### src/hdl/lqrsf_gain_mem.sv
// ----------------------------------------------------------------------------
// lqrsf_gain_mem
// Gain coefficient store: one write port, one registered read port. Entries
// carry a valid bit cleared by reset so an unwritten entry reads as zero.
// ----------------------------------------------------------------------------
module lqrsf_gain_mem #(
    parameter int DEPTH = 40,
    parameter int AW    = 6
) (
    input  logic                 clk,
    input  logic                 rst_n,
    input  logic                 wr_en,
    input  logic [AW-1:0]        wr_addr,
    input  logic signed [31:0]   wr_data,
    input  logic                 rd_en,
    input  logic [AW-1:0]        rd_addr,
    output logic signed [31:0]   rd_data
);

    logic signed [31:0] mem [DEPTH];
    logic [DEPTH-1:0]   vld_reg;
    logic signed [31:0] rd_data_reg;
    logic               rd_vld_reg;

    // storage array and raw read
    always_ff @(posedge clk)
    begin
        if (wr_en)
        begin
            mem[wr_addr] <= wr_data;
        end
        if (rd_en)
        begin
            rd_data_reg <= mem[rd_addr];
        end
    end

    // per-entry valid bits and the valid bit of the read entry
    always_ff @(posedge clk or negedge rst_n)
    begin
        if (!rst_n)
        begin
            vld_reg    <= '0;
            rd_vld_reg <= 1'b0;
        end
        else
        begin
            if (wr_en)
            begin
                vld_reg[wr_addr] <= 1'b1;
            end
            if (rd_en)
            begin
                rd_vld_reg <= vld_reg[rd_addr];
            end
        end
    end

    // unwritten entries read as zero
    assign rd_data = rd_vld_reg ? rd_data_reg : 32'sd0;

endmodule

### config.mk
export PLATFORM = sky130hd
export DESIGN_NAME = lqrsf_gain_mem
export DESIGN_NICKNAME = d
export VERILOG_FILES = /design/src/hdl/lqrsf_gain_mem.sv
export SDC_FILE = /design/constraint.sdc
export NUM_CORES = 1
export LEC_CHECK = 0
export BUFFER_PORTS_ARGS = -buffer_cell sky130_fd_sc_hd__buf_2
export CORE_MARGIN = 8
export CORE_UTILIZATION = 50
export CTS_BUF_LIST = sky130_fd_sc_hd__clkbuf_16
export CTS_CLUSTER_DIAMETER = 50
export DETAILED_ROUTE_END_ITERATION = 12
export HOLD_SLACK_MARGIN = 0.06
export PLACE_DENSITY = 0.66
export SLEW_MARGIN = 20
export SYNTH_ARGS = -nofsm -noshare
export SYNTH_HDL_FRONTEND = slang
export SYNTH_SLANG_ARGS = --single-unit
### constraint.sdc
create_clock -name clk -period 2.4 [get_ports clk]
set_clock_uncertainty 0.1 [all_clocks]
set_input_delay 0.48 -clock clk [delete_from_list [all_inputs] [get_ports clk]]
set_output_delay 0.48 -clock clk [all_outputs]
set_load 0.05 [all_outputs]
; After elaboration in Yosys (flattened, before gate mapping)
; Memories as Yosys holds them, arrays and structs flattened. A register that Yosys moved wholly into a read port is not among the register bits.
; Index checks and enable logic that the tools add are counted.
[totals]
reg_bits = 41
latch_bits = 0
ramBits = 1280
romBits = 0
in_bits = 48
wordCells = 15
n_memories = 1
[mem_list]
columns = memory, words, width, rd, rd_clocked_by_memory_dff, wr, line
row1 = mem, 40, 32, 1, 1, 1, 20  ; logic signed [31:0] mem [DEPTH];
[op_classes]
n_addsub = 0
n_mul = 0
n_div = 0
order_cmp = 3
eq_ne = 0
n_shift = 0
muxes = 7
bitwise_logic = 1
reduce_logical = 1
[ops]
columns = cell, count
row1 = $or A40 B40 Y40, 1
row2 = $mux W32, 1
row3 = $lt A6 B7 Y1 const B, 2
row4 = $bmux W1 S6, 1
row5 = $demux W1 S6, 1
row6 = $ge A6 B1 Y1 const B, 1
row7 = $mux W1, 4
row8 = $logic_and A1 B1 Y1, 1

; Logic depth before layout (Yosys ltp)
[logic_depth]
word_depth = 5
depth_mapped = 10
ltp_nobuf = 5

; Worst setup path before layout
; Ideal clock, no wire load.
[synth_path]
path_type = input to register
start = input wr_addr[5]
end = memory mem[16][0], enable pin
setup_ps = 462
arrival_time_ps = 3201
slack_ps = -1363
path_stages = 3
path_buffers = 0
path_cell_list = nor4bb_1 -> nand2b_1 -> nor3_1
[synth_rtl]
columns = element, line
row1 = from (decl), 13  ; input logic [AW-1:0] wr_addr,
row2 = to (decl), 20
; No word-level cell before the write port.

; Worst setup path after layout
[layout_path]
start = register rd_vld_reg
end = output rd_data[11]
[layout_between]
elab_chain_len = 1
[layout_lines]
columns = element, line
row1 = from (decl), 23  ; logic rd_vld_reg;
row2 = from (signal assigned), 54  ; rd_vld_reg <= vld_reg[rd_addr];
row3 = $mux W32, 60  ; assign rd_data = rd_vld_reg ? rd_data_reg : 32'sd0;
row4 = to (decl), 17  ; output logic signed [31:0] rd_data
; Every way passes these cells.

==> summary.txt <==
Place
  – Port buffer count: 79
  – Gp weighted congestion: 0.8420
  – Hpwl dp: 80000 um
  – Placed cell area: 56930 sq um

Worst setup path
  – Reg2reg start: mem[27][27]
  – Worst path bufs/invs: 2
  – Worst reg-to-reg setup slack: 0.38 ns
  – CP startpoint kind: register
  – Crit path largest cell delay: 0.37 ns
  – Stages on worst setup path: 3
  – WP data arrival: 1.78 ns
  – Slowest stage cell, crit path: dfrtp_1
  – Worst-path cell chain: buf_12 -> and2_2 -> buf_6
  – RR Endpoint: rd_data_reg[27]
  – Worst EP required: 1.82 ns
  – Crit path capture: rd_data[11]
  – CP Capture Type: primary output
  – R2R depth: 5
  – Setup CP Type: register to primary output
  – Worst Setup SP: rd_vld_reg
  – Cell family with most CP delay: buffers and inverters
  – CP max FO: 33

Yosys
  – Ys flop type: edfxtp_1
  – Seq/Total Area, Yosys: 77.58%
  – #FFs+latches synth: 1353
  – Synth top cells by count: edfxtp_1, mux4_2, mux2i_1, nand2_1, nand3_1
  – Synth Area in Compound Gates: 2.416%
  – Cell with the most instances after synthesis: edfxtp_1
  – Synth Net Count: 2521
  – Mux contribution to synthesized area: 15.72%
  – Async S/R FF share, synth: 3.030%
  – Post-synth EDFFs: 1312
  – Simple-gate share of the synthesized area: 2.987%
  – Synth top area cells: edfxtp_1, mux4_2, mux2i_1
  – Main combinational cell family by area after synthesis: multiplexers
  – Post-synth top area cell: edfxtp_1
  – Post-synthesis xor/xnor area fraction: 0%
  – YS warnings: 0
  – Post-synthesis cell type count: 41
  – Synth top area share: 75.61%
  – Post-Synth Adder-Cell Area: 0%
  – Synthesized area: 52110 sq um
  – Avg Synthesized Cell Area: 21.07 sq um
  – Cell count after synthesis: 2473

Cells and area
  – Area grow syn2layout: 17.89%
  – Fill cell count: 7259
  – Post-layout nets: 2858
  – Layout cells sized above 1: 31.59%
  – Storage cell area: 40420 sq um
  – Design area: 61430 sq um
  – Final core utilization: 59.36%
  – Multi-input logic area: 11340 sq um
  – Max reg flops: 1280

Timing
  – Setup Viol. Count Final: 0
  – Fin. Hold Viols: 0
  – Max-slew headroom: 43.74%
  – Post-route worst hold slack: 0.1275 ns
  – RSZ-0062 raised after global routing: yes
  – Max Slew Vio Count: 0
  – F_max: 424.3 MHz
  – Final min period: 2.357 ns
  – Post-route clock period utilization: 98.20%
  – Least-Margin Pin Slew: 0.8439 ns

Drt
  – Drt drc: 0
  – Vias/cell: 6.148
  – Final wirelength: 127800 um
  – Routed Antenna Nets: 0
  – Vias: 26416
  – Avg WL per Cell: 29.75 um
  – Drt pass-1 iters: 5
  – First DRT Iteration DRCs: 2479

Floorplan
  – Die Wd: 338.8 um
  – Core ar.: 103500 sq um
  – Initial Util: 50.35%
  – DIE AREA: 114800 sq um
  – Die Y: 338.8 um
  – Row count: 118
  – IO Pins: 80

Clocking
  – Worst-case clock buffer depth: 3
  – Skew-Pair Late Insertion Delay: 0.73 ns
  – CTS H-tree depth: 4
  – Clock-pin slew of the registers on the worst-case setup and hold paths: 0.06 ns
  – Post-CTS setup buffers: 0
  – CTS tree: built
  – Total CTS buffers: 140
  – Clock Sinks: 1353
  – Root Driver: clkbuf_16

Power
  – Max VDD drop: 0.0005183 V
  – Power Dens Cells: 812.6 nW/um^2
  – Leak: 20.50 nW

GRT
  – Total gr overflow: 0
  – Vias in the first global route: 26823
  – Largest net degree at the start of global routing: 41
  – Initial antenna violation count: 13
  – Met1 Use GR: 31.01%
  – GR Util All Layers: 22.10%
  – Global routing usage on met2: 36.02%
  – First-pass GRT wire length: 186800 um
  – Global routing usage on met3: 4.046%
  – GR peak layer: met2

Min path
  – Worst Hold Class: input port to async pin

Flow run
  – Max-cap viol count: 0

Run status
  – Outcome: finished, final reports clean
[through the flow]
step / total power [mW] / setup TNS [ns] / setup WS [ns] / instances
finish: 49.92 / 0 / 0.04328 / 4297
global route: 51.31 / -0.02167 / -0.005311 / 4293
CTS: 50.24 / -0.001392 / -0.001392 / 4292
detailed placement: 29.88 / -87.75 / -0.3700 / 4046
global placement: 29.80 / -81.55 / -0.3673 / 4046
floorplan: 28.51 / -214.21 / -0.4964 / 2473
[layout make-up]
cell class              instances  area share, %
diodes                          5        0.02037
clock buffers                 143          5.825
clock inverters               101          1.267
multi-input cells             988          18.46
flip-flops and latches       1353          65.80
well taps                    1380          2.811
repair buffers                327          5.815
[report_power, final]
part	leakage (nW)	total, mW	internal (mW)	switching [mW]
Combinational	5.91	3.01	1.26	1.75
Clock	2.25	20.5	11.9	8.62
Sequential	12.3	26.4	26.3	0.151
[layer usage]
| layer | part of all wire [%] | vias to the layer above |
|---|---|---|
| li1 | - | 10918 |
| met1 | 41 | 14160 |
| met2 | 49 | 1107 |
| met3 | 7.7 | 221 |
| met4 | 2.5 | 10 |
| met5 | 0.052 | - |
[how the worst min path moves through the flow]
| stage | endpoint | cells after the start |
|---|---|---|
| CTS | rd_vld_reg | 2 |
| finish | rd_vld_reg | 2 |
| floorplan | rd_vld_reg | 0 |
| global placement | rd_vld_reg | 1 |
| detailed placement | rd_vld_reg | 1 |
| global route | vld_reg[31] | 2 |
[placed cells by master, fill, tap and decap left out, types with 4 or more instances in the layout]
cell type,netlist,layout
edfxtp_1,1312,1312
mux4_2,252,252
mux2i_1,184,184
buf_4,16,157
clkbuf_16,0,143
buf_12,1,95
nand2_1,80,80
nand3_1,68,68
mux2_2,60,60
a22oi_1,49,49
buf_2,51,47
or2_2,41,41
dfrtp_1,41,41
a21oi_1,40,40
nor2_4,0,38
inv_1,0,34
a211oi_1,29,29
a22o_1,28,28
and2_1,33,25
clkinv_1,0,23
o22ai_1,22,22
clkbuf_4,0,17
nor2b_1,18,16
clkinv_2,0,16
bufinv_16,0,10
nor2_1,46,7
and2_4,1,7
nor3_1,9,7
inv_6,0,7
buf_6,4,7
diode_2,0,5
nand2b_1,5,5
clkinvlp_4,0,5
a31oi_1,4,4
a32oi_1,4,4
clkinv_8,0,4
[logic make-up (layout without fill, tap and decap cells)]
family / Yosys count / count (layout)
flip-flops: 1353 / 1353
buffers and inverters: 132 / 571
multiplexers: 496 / 496
AND/OR/NAND/NOR: 312 / 312
AO/OA/AOI/OAI: 180 / 180
other: 0 / 5
[worst register-to-register path: stages (launching register included)]
cell,delay (ns)
edfxtp_1,0.36
mux4_2,0.48
mux2_2,0.28
nand2_1,0.07
nand3_1,0.19
a22o_1,0.26
[timing repair]
| action | in CTS | in global routing |
|---|---|---|
| endpoints found under the hold margin | 43 | 0 |
| hold buffers | 2 | 0 |
| setup endpoints to repair | 11 | 21 |
| pin swaps | 0 | 0 |
| resized for setup | 25 | 21 |
| cloned | 0 | 0 |
(Power assumes the default switching activity.)
